<file path="src/rtl/wdmv_pkg.sv">
`timescale 1ns / 1ps

package wdmv_pkg;

  localparam int unsigned Sectors = 8;
  localparam int unsigned SectorW = 3;
  localparam int unsigned AngleW  = 8;
  localparam int unsigned CountW  = 16;
  localparam int unsigned CodeW   = 8;

  localparam logic [CountW-1:0] WindowReset = 16'd100;

  typedef enum logic [SectorW-1:0] {
    SecN  = 3'd0,
    SecNE = 3'd1,
    SecE  = 3'd2,
    SecSE = 3'd3,
    SecS  = 3'd4,
    SecSW = 3'd5,
    SecW  = 3'd6,
    SecNW = 3'd7
  } sector_e;

  typedef struct packed {
    logic    hit;
    sector_e sector;
  } class_t;

  typedef struct packed {
    logic [CodeW-1:0]  code;
    logic [CountW-1:0] count;
  } result_t;

  function automatic logic [CodeW-1:0] sector_code(input sector_e s);
    logic [CodeW-1:0] c;
    case (s)
      SecN:    c = 8'h80;
      SecNE:   c = 8'h60;
      SecE:    c = 8'h40;
      SecSE:   c = 8'h20;
      SecS:    c = 8'hFF;
      SecSW:   c = 8'hDF;
      SecW:    c = 8'hBF;
      SecNW:   c = 8'h9F;
      default: c = 8'h80;
    endcase
    return c;
  endfunction

endpackage

</file>
<file path="src/rtl/wdmv_sample_if.sv">
`timescale 1ns / 1ps

interface wdmv_sample_if;
  logic                         valid;
  logic                         ready;
  logic                         sample_valid;
  logic [wdmv_pkg::AngleW-1:0]  vane_angle;

  modport source (output valid, output sample_valid, output vane_angle, input ready);
  modport sink   (input valid, input sample_valid, input vane_angle, output ready);
endinterface

</file>
<file path="src/rtl/wdmv_result_if.sv">
`timescale 1ns / 1ps

interface wdmv_result_if;
  logic                         valid;
  logic                         ready;
  logic [wdmv_pkg::CodeW-1:0]   direction_code;
  logic [wdmv_pkg::CountW-1:0]  winning_count;

  modport source (output valid, output direction_code, output winning_count, input ready);
  modport sink   (input valid, input direction_code, input winning_count, output ready);
endinterface

</file>
<file path="src/rtl/wdmv_cfg_if.sv">
`timescale 1ns / 1ps

interface wdmv_cfg_if;
  logic                         valid;
  logic                         ready;
  logic [wdmv_pkg::CountW-1:0]  window_size;

  modport source (output valid, output window_size, input ready);
  modport sink   (input valid, input window_size, output ready);
endinterface

</file>
<file path="src/rtl/wdmv_sector.sv">
`timescale 1ns / 1ps

module wdmv_sector (
  input  logic [wdmv_pkg::AngleW-1:0] angle_i,
  output wdmv_pkg::class_t            class_o
);

  always_comb begin
    class_o.hit    = 1'b1;
    class_o.sector = wdmv_pkg::SecN;
    case (angle_i[7:4])
      4'h7, 4'h8: class_o.sector = wdmv_pkg::SecN;
      4'h5, 4'h6: class_o.sector = wdmv_pkg::SecNE;
      4'h3, 4'h4: class_o.sector = wdmv_pkg::SecE;
      4'h1, 4'h2: class_o.sector = wdmv_pkg::SecSE;
      4'hF:       class_o.sector = wdmv_pkg::SecS;
      4'h0: begin
        class_o.sector = wdmv_pkg::SecS;
        class_o.hit    = (angle_i[3:0] != 4'h0);
      end
      4'hD, 4'hE: class_o.sector = wdmv_pkg::SecSW;
      4'hB, 4'hC: class_o.sector = wdmv_pkg::SecW;
      4'h9, 4'hA: class_o.sector = wdmv_pkg::SecNW;
      default:    class_o.sector = wdmv_pkg::SecN;
    endcase
  end

endmodule

</file>
<file path="src/rtl/wdmv_vote.sv">
`timescale 1ns / 1ps

module wdmv_vote (
  input  logic                         clk_i,
  input  logic                         rst_ni,
  input  logic                         item_valid_i,
  input  wdmv_pkg::class_t             item_i,
  input  logic [wdmv_pkg::CountW-1:0]  window_size_i,
  input  logic                         out_ready_i,
  output logic                         stall_o,
  output logic                         res_valid_o,
  output wdmv_pkg::result_t            res_o
);

  localparam int unsigned N  = wdmv_pkg::Sectors;
  localparam int unsigned CW = wdmv_pkg::CountW;

  logic [CW-1:0]    cnt_q [N];
  logic [CW-1:0]    cnt_new [N];
  logic [CW-1:0]    sample_q, sample_d, sample_new;
  logic             take, emit, fire;
  logic             res_valid_q;
  wdmv_pkg::result_t res_q;

  logic [CW-1:0]                  l1_cnt [4];
  logic [wdmv_pkg::SectorW-1:0]   l1_idx [4];
  logic [CW-1:0]                  l2_cnt [2];
  logic [wdmv_pkg::SectorW-1:0]   l2_idx [2];
  logic [CW-1:0]                  best_cnt;
  logic [wdmv_pkg::SectorW-1:0]   best_idx;

  assign stall_o = res_valid_q && !out_ready_i;
  assign fire    = item_valid_i && !stall_o;
  assign take    = (sample_q < window_size_i);
  assign sample_new = take ? sample_q + 1'b1 : sample_q;
  assign emit    = !(sample_new < window_size_i);

  always_comb begin
    for (int k = 0; k < N; k++) begin
      cnt_new[k] = cnt_q[k];
      if (take && item_i.hit && (item_i.sector == wdmv_pkg::sector_e'(k))) begin
        cnt_new[k] = cnt_q[k] + 1'b1;
      end
    end
  end

  // Lower index wins ties: take the right side only when strictly larger.
  always_comb begin
    for (int k = 0; k < 4; k++) begin
      if (cnt_new[2*k+1] > cnt_new[2*k]) begin
        l1_cnt[k] = cnt_new[2*k+1];
        l1_idx[k] = wdmv_pkg::SectorW'(2*k+1);
      end else begin
        l1_cnt[k] = cnt_new[2*k];
        l1_idx[k] = wdmv_pkg::SectorW'(2*k);
      end
    end
    for (int k = 0; k < 2; k++) begin
      if (l1_cnt[2*k+1] > l1_cnt[2*k]) begin
        l2_cnt[k] = l1_cnt[2*k+1];
        l2_idx[k] = l1_idx[2*k+1];
      end else begin
        l2_cnt[k] = l1_cnt[2*k];
        l2_idx[k] = l1_idx[2*k];
      end
    end
    if (l2_cnt[1] > l2_cnt[0]) begin
      best_cnt = l2_cnt[1];
      best_idx = l2_idx[1];
    end else begin
      best_cnt = l2_cnt[0];
      best_idx = l2_idx[0];
    end
  end

  always_comb begin
    sample_d = sample_q;
    if (fire) begin
      sample_d = emit ? '0 : sample_new;
    end
  end

  always_ff @(posedge clk_i or negedge rst_ni) begin
    if (!rst_ni) begin
      sample_q <= '0;
      for (int k = 0; k < N; k++) begin
        cnt_q[k] <= '0;
      end
    end else begin
      sample_q <= sample_d;
      if (fire) begin
        for (int k = 0; k < N; k++) begin
          cnt_q[k] <= emit ? '0 : cnt_new[k];
        end
      end
    end
  end

  always_ff @(posedge clk_i or negedge rst_ni) begin
    if (!rst_ni) begin
      res_valid_q <= 1'b0;
    end else if (fire && emit) begin
      res_valid_q <= 1'b1;
    end else if (out_ready_i) begin
      res_valid_q <= 1'b0;
    end
  end

  always_ff @(posedge clk_i) begin
    if (fire && emit) begin
      res_q.code  <= wdmv_pkg::sector_code(wdmv_pkg::sector_e'(best_idx));
      res_q.count <= best_cnt;
    end
  end

  assign res_valid_o = res_valid_q;
  assign res_o       = res_q;

endmodule

</file>
<file path="src/rtl/wind_direction_majority_vote_top.sv">
`timescale 1ns / 1ps

// Channel  | Role | Payload
// ---------+------+---------------------------------------
// sample_i | sink | sample_valid, vane_angle
// result_o | src  | direction_code, winning_count
// cfg_i    | sink | window_size (always ready)
//
// One sample per cycle while no held result stalls the input; a decision is made
// from the sample that closes the window, which passes the input register, then
// the counter update and the three-level compare tree into the result register.
// Reset clears all counters and loads window_size with 100.
// A held result stalls the vote stage; the input register still takes one more.
module wind_direction_majority_vote_top (
  input  logic           clk_i,
  input  logic           rst_ni,
  wdmv_sample_if.sink    sample_i,
  wdmv_result_if.source  result_o,
  wdmv_cfg_if.sink       cfg_i
);

  logic                         stage_valid_q, stage_valid_d;
  wdmv_pkg::class_t             stage_q;
  wdmv_pkg::class_t             class_w;
  logic [wdmv_pkg::CountW-1:0]  window_q;
  logic                         stall;
  logic                         in_ready;
  logic                         res_valid;
  wdmv_pkg::result_t            res;

  wdmv_sector u_sector (
    .angle_i (sample_i.vane_angle),
    .class_o (class_w)
  );

  assign in_ready       = !stage_valid_q || !stall;
  assign sample_i.ready = in_ready;
  assign cfg_i.ready    = 1'b1;

  always_comb begin
    stage_valid_d = stage_valid_q;
    if (in_ready) begin
      stage_valid_d = sample_i.valid && sample_i.sample_valid;
    end
  end

  always_ff @(posedge clk_i or negedge rst_ni) begin
    if (!rst_ni) begin
      stage_valid_q <= 1'b0;
      window_q      <= wdmv_pkg::WindowReset;
    end else begin
      stage_valid_q <= stage_valid_d;
      if (cfg_i.valid) begin
        window_q <= cfg_i.window_size;
      end
    end
  end

  always_ff @(posedge clk_i) begin
    if (in_ready) begin
      stage_q <= class_w;
    end
  end

  wdmv_vote u_vote (
    .clk_i         (clk_i),
    .rst_ni        (rst_ni),
    .item_valid_i  (stage_valid_q),
    .item_i        (stage_q),
    .window_size_i (window_q),
    .out_ready_i   (result_o.ready),
    .stall_o       (stall),
    .res_valid_o   (res_valid),
    .res_o         (res)
  );

  assign result_o.valid          = res_valid;
  assign result_o.direction_code = res.code;
  assign result_o.winning_count  = res.count;

endmodule

</file>
<file path="src/flat_wrapper.sv">
// flat-port wrapper written by rule: the top's interface ports become plain ports
module wind_direction_majority_vote_top_flat 
  (clk_i, rst_ni, sample_i_valid, sample_i_sample_valid, sample_i_vane_angle, sample_i_ready, result_o_valid, result_o_direction_code, result_o_winning_count, result_o_ready, cfg_i_valid, cfg_i_window_size, cfg_i_ready);
  wdmv_sample_if sample_i_i ();
  wdmv_result_if result_o_i ();
  wdmv_cfg_if cfg_i_i ();
  input  logic clk_i;
  input  logic rst_ni;
  input wire logic [$bits(sample_i_i.valid)-1:0] sample_i_valid;
  input wire logic [$bits(sample_i_i.sample_valid)-1:0] sample_i_sample_valid;
  input wire logic [$bits(sample_i_i.vane_angle)-1:0] sample_i_vane_angle;
  output wire logic [$bits(sample_i_i.ready)-1:0] sample_i_ready;
  output wire logic [$bits(result_o_i.valid)-1:0] result_o_valid;
  output wire logic [$bits(result_o_i.direction_code)-1:0] result_o_direction_code;
  output wire logic [$bits(result_o_i.winning_count)-1:0] result_o_winning_count;
  input wire logic [$bits(result_o_i.ready)-1:0] result_o_ready;
  input wire logic [$bits(cfg_i_i.valid)-1:0] cfg_i_valid;
  input wire logic [$bits(cfg_i_i.window_size)-1:0] cfg_i_window_size;
  output wire logic [$bits(cfg_i_i.ready)-1:0] cfg_i_ready;
  assign sample_i_i.valid = sample_i_valid;
  assign sample_i_i.sample_valid = sample_i_sample_valid;
  assign sample_i_i.vane_angle = sample_i_vane_angle;
  assign sample_i_ready = sample_i_i.ready;
  assign result_o_valid = result_o_i.valid;
  assign result_o_direction_code = result_o_i.direction_code;
  assign result_o_winning_count = result_o_i.winning_count;
  assign result_o_i.ready = result_o_ready;
  assign cfg_i_i.valid = cfg_i_valid;
  assign cfg_i_i.window_size = cfg_i_window_size;
  assign cfg_i_ready = cfg_i_i.ready;
  wind_direction_majority_vote_top u_core (.clk_i(clk_i), .rst_ni(rst_ni), .sample_i(sample_i_i), .result_o(result_o_i), .cfg_i(cfg_i_i));
endmodule
</file>
<file path="config.mk">
export PLATFORM = sky130hd
export DESIGN_NAME = wind_direction_majority_vote_top_flat
export DESIGN_NICKNAME = d
export VERILOG_FILES = /design/src/rtl/wdmv_pkg.sv /design/src/rtl/wdmv_sample_if.sv /design/src/rtl/wdmv_result_if.sv /design/src/rtl/wdmv_cfg_if.sv /design/src/rtl/wdmv_sector.sv /design/src/rtl/wdmv_vote.sv /design/src/rtl/wind_direction_majority_vote_top.sv /design/src/flat_wrapper.sv
export SDC_FILE = /design/constraint.sdc
export NUM_CORES = 1
export LEC_CHECK = 0
export BUFFER_PORTS_ARGS = -buffer_cell sky130_fd_sc_hd__clkbuf_2
export CORE_MARGIN = 4
export CORE_UTILIZATION = 64
export CTS_BUF_LIST = sky130_fd_sc_hd__clkbuf_4 sky130_fd_sc_hd__clkbuf_8 sky130_fd_sc_hd__clkbuf_16
export DETAILED_ROUTE_END_ITERATION = 6
export PLACE_DENSITY = 0.82
export SLEW_MARGIN = 0
export SYNTH_ARGS = -nofsm -noshare
export SYNTH_HDL_FRONTEND = slang
export SYNTH_SLANG_ARGS = --single-unit
export TNS_END_PERCENT = 5
</file>
<file path="constraint.sdc">
create_clock -name clk_i -period 11.29 [get_ports clk_i]
set_input_delay 1.129 -clock clk_i [delete_from_list [all_inputs] [get_ports clk_i]]
set_output_delay 1.129 -clock clk_i [all_outputs]
set_load 0.01 [all_outputs]
</file>
==> results of run 1 <==
flip-flops by register name (all words and copies together) (netlist names):
| signal | flops |
|---|---|
| u_core.stage_q | 4 |
| u_core.u_vote.res_valid_o | 1 |
| u_core.u_vote.res_o | 20 |
| u_core.stage_valid_q | 1 |
| u_core.u_vote.sample_q | 16 |
| u_core.window_q | 16 |
| u_core.u_vote.cnt_q | 128 |
critical path: cells and delay by family (launching register included):
kind / cells / cell delay, ns
simple gates: 13 / 2.96
flops: 1 / 0.44
compound gates: 18 / 3.63
xor+xnor: 1 / 0.15
mux: 2 / 0.71
fa+ha+maj: 5 / 1.44
buf+inv: 6 / 1.01
timing repair:
action / in CTS / in global routing
buffers inserted: 0 / 3
gates resized for setup: 0 / 10
hold endpoints to repair: 0 / 0
endpoints found under the setup margin: 0 / 19
hold buffers: 0 / 0
placed cells by master, fill, tap and decap left out, types with 4 or more instances in the layout:
master	synthesis	final
nand2_1	269	266
dfrtp_1	159	159
ha_1	144	144
o21ai_0	124	123
o31ai_1	119	118
inv_1	103	103
xor2_1	91	91
nor2_1	81	81
nand3_1	75	75
mux2i_1	63	60
nand4_1	54	54
clkbuf_2	0	54
xnor2_1	51	51
and3_1	45	44
a21oi_1	37	36
buf_4	6	28
a21o_1	26	26
edfxtp_1	24	24
a211oi_1	17	17
nor3_1	18	17
clkbuf_16	0	17
mux2_2	15	15
nor2b_1	13	13
o22ai_1	13	13
o21a_1	12	12
and4_1	12	12
and2_1	9	9
nand2b_1	9	8
a31oi_1	7	7
mux2i_2	4	7
nor4_1	6	6
or2_2	5	5
a221o_1	5	5
or3_1	4	4
inv_8	0	4
cells by family after synthesis:
logic type / after synthesis
compound gates: 408
xor+xnor: 144
fa+ha+maj: 146
buf+inv: 195
flops: 186
mux: 85
other cells: 1
simple gates: 618
final cells by class:
cell class / instances / area [um^2]
clock buffers: 17 / 425.4
clock inverters: 15 / 202.7
inverters: 104 / 390.4
fillers: 1879 / 7012
well taps: 319 / 399.1
flip-flops and latches: 186 / 4778
repair buffers: 83 / 491.7
multi-input cells: 1402 / 9843
worst paths after layout:
check                                            end  slack, ns
max in group asynchronous    u_core.u_vote.cnt_q[20]       9.01
min                          u_core.u_vote.cnt_q[79]       0.51
min in group asynchronous  u_core.u_vote.sample_q[8]       0.71
min reg2reg                  u_core.u_vote.cnt_q[79]       0.51
max reg2reg                  u_core.u_vote.res_o[22]       0.64
max                          u_core.u_vote.res_o[22]       0.64
through the flow:
stage | setup WS, ns | cells | util (%)
finish | 0.6434 | 2126 | 70.22
global route | -0.02293 | 2126 | 70.22
CTS | 0.1249 | 2123 | 69.97
detailed placement | 0.1925 | 2091 | 67.30
global placement | 0.3912 | 2091 | 67.30
floorplan | 1.280 | 1783 | -
power by group through the flow:
stage | Combinational, mW | Sequential [mW] | Clock (mW)
global placement | 3.55 | 1.00 | 0
global route | 3.99 | 1.00 | 0.694
floorplan | 2.70 | 0.986 | 0
CTS | 3.59 | 0.992 | 0.667
finish | 3.70 | 0.995 | 0.662
detailed placement | 3.56 | 1.00 | 0
metal layers:
layer | GRT usage, % | wire length [um]
met2 | 50.53 | 19570
met3 | 5.138 | 3204
met4 | 11.17 | 1360
met5 | 0 | 0
met1 | 46.78 | 19210
==> flow_summary.json, run 1 <==
{
  "yosys.cell_count.top_type": "nand2_1",
  "synth_top_family_by_area": "simple AND/OR/NAND/NOR gates",
  "vias": 13750,
  "path_max_fanout": 13,
  "synth-compound-area-share_pct": 18.21,
  "synth-edff-count": 24,
  "syn_nets": 1957,
  "h-tree-depth": 4,
  "power_density_nw_per_um2": 324.0,
  "cp-startpoint": "u_core.u_vote.sample_q[13]",
  "drive_gt1_share_pct": 9.961,
  "layout_min_cycle_time_ns": 10.65,
  "rows": 56,
  "cts_tree": "done",
  "drcViolationCount": 0,
  "antenna_found_initial": 0,
  "power.leakage_nw": 7.841,
  "synth_area_leader_cell": "dfrtp_1",
  "intPower_mw": 2.714,
  "fin_worst_skew_ns": 0.009832,
  "cp-start-kind": "flip-flop",
  "drv_slew": 0,
  "grt_pass1_vias": 13100,
  "fmax_ghz": 0.09393,
  "place.gp.congestion": 0.9886,
  "slew_headroom_pct": 28.95,
  "whs_ns": 0.5056,
  "yosysUniqueCellTypes": 91,
  "dieHeight_um": 162.8,
  "syn-cell-area_um2": 15340,
  "syn_avg_cell_area_um2": 8.606,
  "setup_viol": 0,
  "min_path_cells": 2,
  "muxShareOfSynthArea_pct": 5.863,
  "fp.dieArea_um2": 26520,
  "finalSetupTns_ns": 0,
  "final-hold-violation-count": 0,
  "p_total_mw": 5.356,
  "synth_xor_area_share_pct": 8.390,
  "max_stage_delay_ns": 0.72,
  "clkTransAtPathRegs_ns": 0.08,
  "endpoint_kind": "flip-flop",
  "ioPinCount": 57,
  "numPortBuffers": 55,
  "root_buffer": "clkbuf_16",
  "cap_violations": 0,
  "cp.arrival_ns": 10.84,
  "ys_seq_area_share_pct": 31.14,
  "ant_nets": 0,
  "drt_first_pass_iters": 5,
  "synth_fa_ha_area_share_pct": 11.88,
  "clockBufferDepth": 2,
  "antenna_cells": 0,
  "r2r-start": "u_core.u_vote.sample_q[13]",
  "clock-sinks": 186,
  "cts_buffers": 17,
  "globalRouteOverflowTotal": 0,
  "switching_share_pct": 49.33,
  "synth-simple-area-share_pct": 19.33,
  "final_nets": 1968,
  "clk_latency_ns": 0.45,
  "vdd_ir_drop_max_mv": 0.7843,
  "dr.first_iter.drc_count": 1549,
  "seqPwrFrac_pct": 18.6,
  "fin_area_um2": 16530,
  "hold_start": "u_core.u_vote.cnt_q[79]",
  "synth_top_cells_by_count": "nand2_1, dfrtp_1, ha_1",
  "wl_per_cell_um": 20.39,
  "synth_cells": 1783,
  "grt_max_degree": 97,
  "cpMaxStageDelayCell": "nor4_1",
  "syn2layout_area_growth_pct": 7.730,
  "post-route-period-util_pct": 94.30,
  "synth_top_area_share_pct": 25.93,
  "synth_warnings": 0,
  "required_ns": 11.49,
  "place_hpwl_um": 31820,
  "max_slew.worst_pin.slew_ns": 1.066,
  "rr_worst_depth": 45,
  "die_w_um": 162.8,
  "p_comb_share_pct": 69.1,
  "worstSetupPathType": "reg -> reg",
  "wl_um": 43350,
  "ys.flop_type": "dfrtp_1",
  "synth_seq_cells": 186,
  "outcome": "complete, no violations",
  "placed_area_um2": 15840,
  "min_path_type": "reg -> reg",
  "grt_use_total_pct": 32.61,
  "start_util_pct": 65.18,
  "p_clk_share_pct": 12.4,
  "viasPerCell": 6.469,
  "core_area_um2": 23540,
  "yosys-top-cells-area": "dfrtp_1, ha_1, nand2_1, o31ai_1, xor2_1",
  "p_switching_mw": 2.642,
  "grt_pass1_wl_um": 68960,
  "ys_async_sr_fraction_pct": 87.10,
  "crit_top_cell": "ha_1"
}
Power figures use the tool's default switching activity.
==> run 2: changes to the inputs <==
--- a/config.mk
+++ b/config.mk
@@ -6,11 +6,13 @@
 export NUM_CORES = 1
 export LEC_CHECK = 0
 export BUFFER_PORTS_ARGS = -buffer_cell sky130_fd_sc_hd__clkbuf_2
+export CELL_PAD_IN_SITES_DETAIL_PLACEMENT = 1
+export CELL_PAD_IN_SITES_GLOBAL_PLACEMENT = 1
 export CORE_MARGIN = 4
-export CORE_UTILIZATION = 64
+export CORE_UTILIZATION = 49
 export CTS_BUF_LIST = sky130_fd_sc_hd__clkbuf_4 sky130_fd_sc_hd__clkbuf_8 sky130_fd_sc_hd__clkbuf_16
 export DETAILED_ROUTE_END_ITERATION = 6
-export PLACE_DENSITY = 0.82
+export PLACE_DENSITY_LB_ADDON = 0.1
 export SLEW_MARGIN = 0
 export SYNTH_ARGS = -nofsm -noshare
 export SYNTH_HDL_FRONTEND = slang
==> flow_summary.json, run 2 (synthesized netlist as in run 1, its figures left out) <==
{
  "drv_slew": 0,
  "r2r_slack_ns": 0.72,
  "cap_violations": 0,
  "endpoint_kind": "flip-flop",
  "place.gp.congestion": 0.9422,
  "wl_per_cell_um": 22.77,
  "dp_cells": 2176,
  "fp.dieArea_um2": 34210,
  "outcome": "complete, no violations",
  "max_slew.worst_pin.slew_ns": 0.9870,
  "fmax_ghz": 0.09463,
  "antenna_found_initial": 0,
  "slew_headroom_pct": 34.20,
  "post-route-period-util_pct": 93.60,
  "setup_viol": 0,
  "drive_gt1_share_pct": 10.19,
  "power_density_nw_per_um2": 340.9,
  "rr_worst_depth": 44,
  "syn2layout_area_growth_pct": 8.806,
  "root_buffer": "clkbuf_16",
  "cp.depth": 44,
  "clk_latency_ns": 0.46,
  "met2WireLength_um": 23540,
  "min_path_type": "reg -> reg",
  "clock-sinks": 186,
  "dr.first_iter.drc_count": 974,
  "vdd_ir_drop_max_mv": 0.9860,
  "mostFrequentLayoutCells": "nand2_1, dfrtp_1, ha_1",
  "cts_tree": "done",
  "placed_area_um2": 16010,
  "fin_cells": 2211,
  "fin_worst_skew_ns": 0.01452,
  "cp-endpoint": "u_core.u_vote.res_o[10]",
  "cp_top_family": "compound AO/OA/AOI/OAI gates",
  "die_w_um": 185.0,
  "fin_area_um2": 16700,
  "ioPinCount": 57,
  "cts_buffers": 17,
  "worstSetupPathType": "reg -> reg",
  "dieHeight_um": 185.0,
  "path_max_fanout": 20,
  "highest-signal-layer": "met4",
  "grt_max_degree": 94,
  "cp-startpoint": "u_core.u_vote.sample_q[13]",
  "largest_register_ffs": 128,
  "core_area_um2": 30750,
  "preCtsSetupSlack_ns": 0.4741,
  "ant_nets": 0,
  "finalSetupTns_ns": 0,
  "drt_first_pass_iters": 5,
  "cts_hold_buffers": 0,
  "place_hpwl_um": 36870,
  "clockBufferDepth": 2,
  "clkTransAtPathRegs_ns": 0.07,
  "final_common_cell": "nand2_1",
  "layout_setup_ws_ns": 0.7223,
  "max_stage_delay_ns": 0.65,
  "start_util_pct": 49.90,
  "grt_pass1_vias": 14350,
  "cp.arrival_ns": 10.78,
  "final_nets": 1976,
  "hold_start": "u_core.u_vote.cnt_q[127]",
  "drcViolationCount": 0,
  "r2r-end": "u_core.u_vote.res_o[10]",
  "numPortBuffers": 55,
  "met3_length_um": 2382,
  "layout_min_cycle_time_ns": 10.57,
  "grt_use_total_pct": 29.53,
  "drt-met1-wl_um": 23330,
  "h-tree-depth": 4,
  "viasPerCell": 6.279,
  "cp-start-kind": "flip-flop",
  "power.leakage_nw": 7.907,
  "critPathBufInv": 7,
  "grt_pass1_wl_um": 80070,
  "crit_top_cell": "a21o_1",
  "globalRouteOverflowTotal": 0,
  "rsz0062_at_grt": "no",
  "r2r-start": "u_core.u_vote.sample_q[13]",
  "vias": 13880,
  "wl_um": 50340,
  "required_ns": 11.50,
  "rows": 64,
  "cpMaxStageDelayCell": "nor3_1",
  "antenna_cells": 0,
  "regMostFlops": "u_core.u_vote.cnt_q",
  "final-hold-violation-count": 0
}
[run 2: cell types whose count changed in the layout (fill, tap and decap cells not counted), sizes merged]
cell,delta
bufinv,+1
buf,+8
clkbuf,+6
inv,-5
clkinvlp,+1
clkinv,-3
[run 2: worst min path at each step]
stage | cells past startpoint | endpoint | slack, ns
after floorplan | 2 | u_core.u_vote.cnt_q[111] | 0.47
after global placement | 2 | u_core.u_vote.cnt_q[15] | 0.48
after detailed placement | 2 | u_core.u_vote.cnt_q[127] | 0.49
after CTS | 2 | u_core.u_vote.cnt_q[127] | 0.50
after global routing | 2 | u_core.u_vote.cnt_q[15] | 0.53
final | 2 | u_core.u_vote.cnt_q[127] | 0.50
[run 2: routing by layer]
| metal | track usage [%] | vias up |
|---|---|---|
| met5 | 0 | - |
| met4 | 7.487 | 0 |
| met3 | 4.065 | 65 |
| met2 | 48.53 | 333 |
| met1 | 41.32 | 7022 |
| li1 | - | 6462 |
[run 2: cell type report]
type | instances | area, um^2
Clock buffer | 23 | 506.7
Clock inverter | 9 | 132.6
Fill cell | 3647 | 14050
Inverter | 104 | 390.4
Multi-Input combinational cell | 1402 | 9828
Sequential cell | 186 | 4778
Tap cell | 396 | 495.5
Timing Repair Buffer | 91 | 564.3
[run 2: stage by stage]
stage               hold WS (ns)  total power, mW  util (%)
floorplan                 0.4684            3.688         -
global placement          0.4792            4.799     52.05
detailed placement        0.4874            4.862     52.05
CTS                       0.5018            5.560     54.13
global route              0.5308            6.060     54.30
finish                    0.4971            5.692     54.30
[run 2: timing repair]
action | in CTS | in global routing
setup buffers | 0 | 3
setup endpoints to repair | 0 | 19
resized for setup | 0 | 4
[run 2: worst min-delay path, delay by kind of cell, from the launching register on]
family | cells | cell delay [ns]
simple gates | 1 | 0.05
compound gates | 1 | 0.05
flops | 1 | 0.36
[run 2: report_power, final]
| group | total, mW | internal (mW) | switching (mW) |
|---|---|---|---|
| Sequential | 0.997 | 0.926 | 0.0711 |
| Clock | 0.678 | 0.386 | 0.293 |
| Combinational | 4.02 | 1.57 | 2.44 |
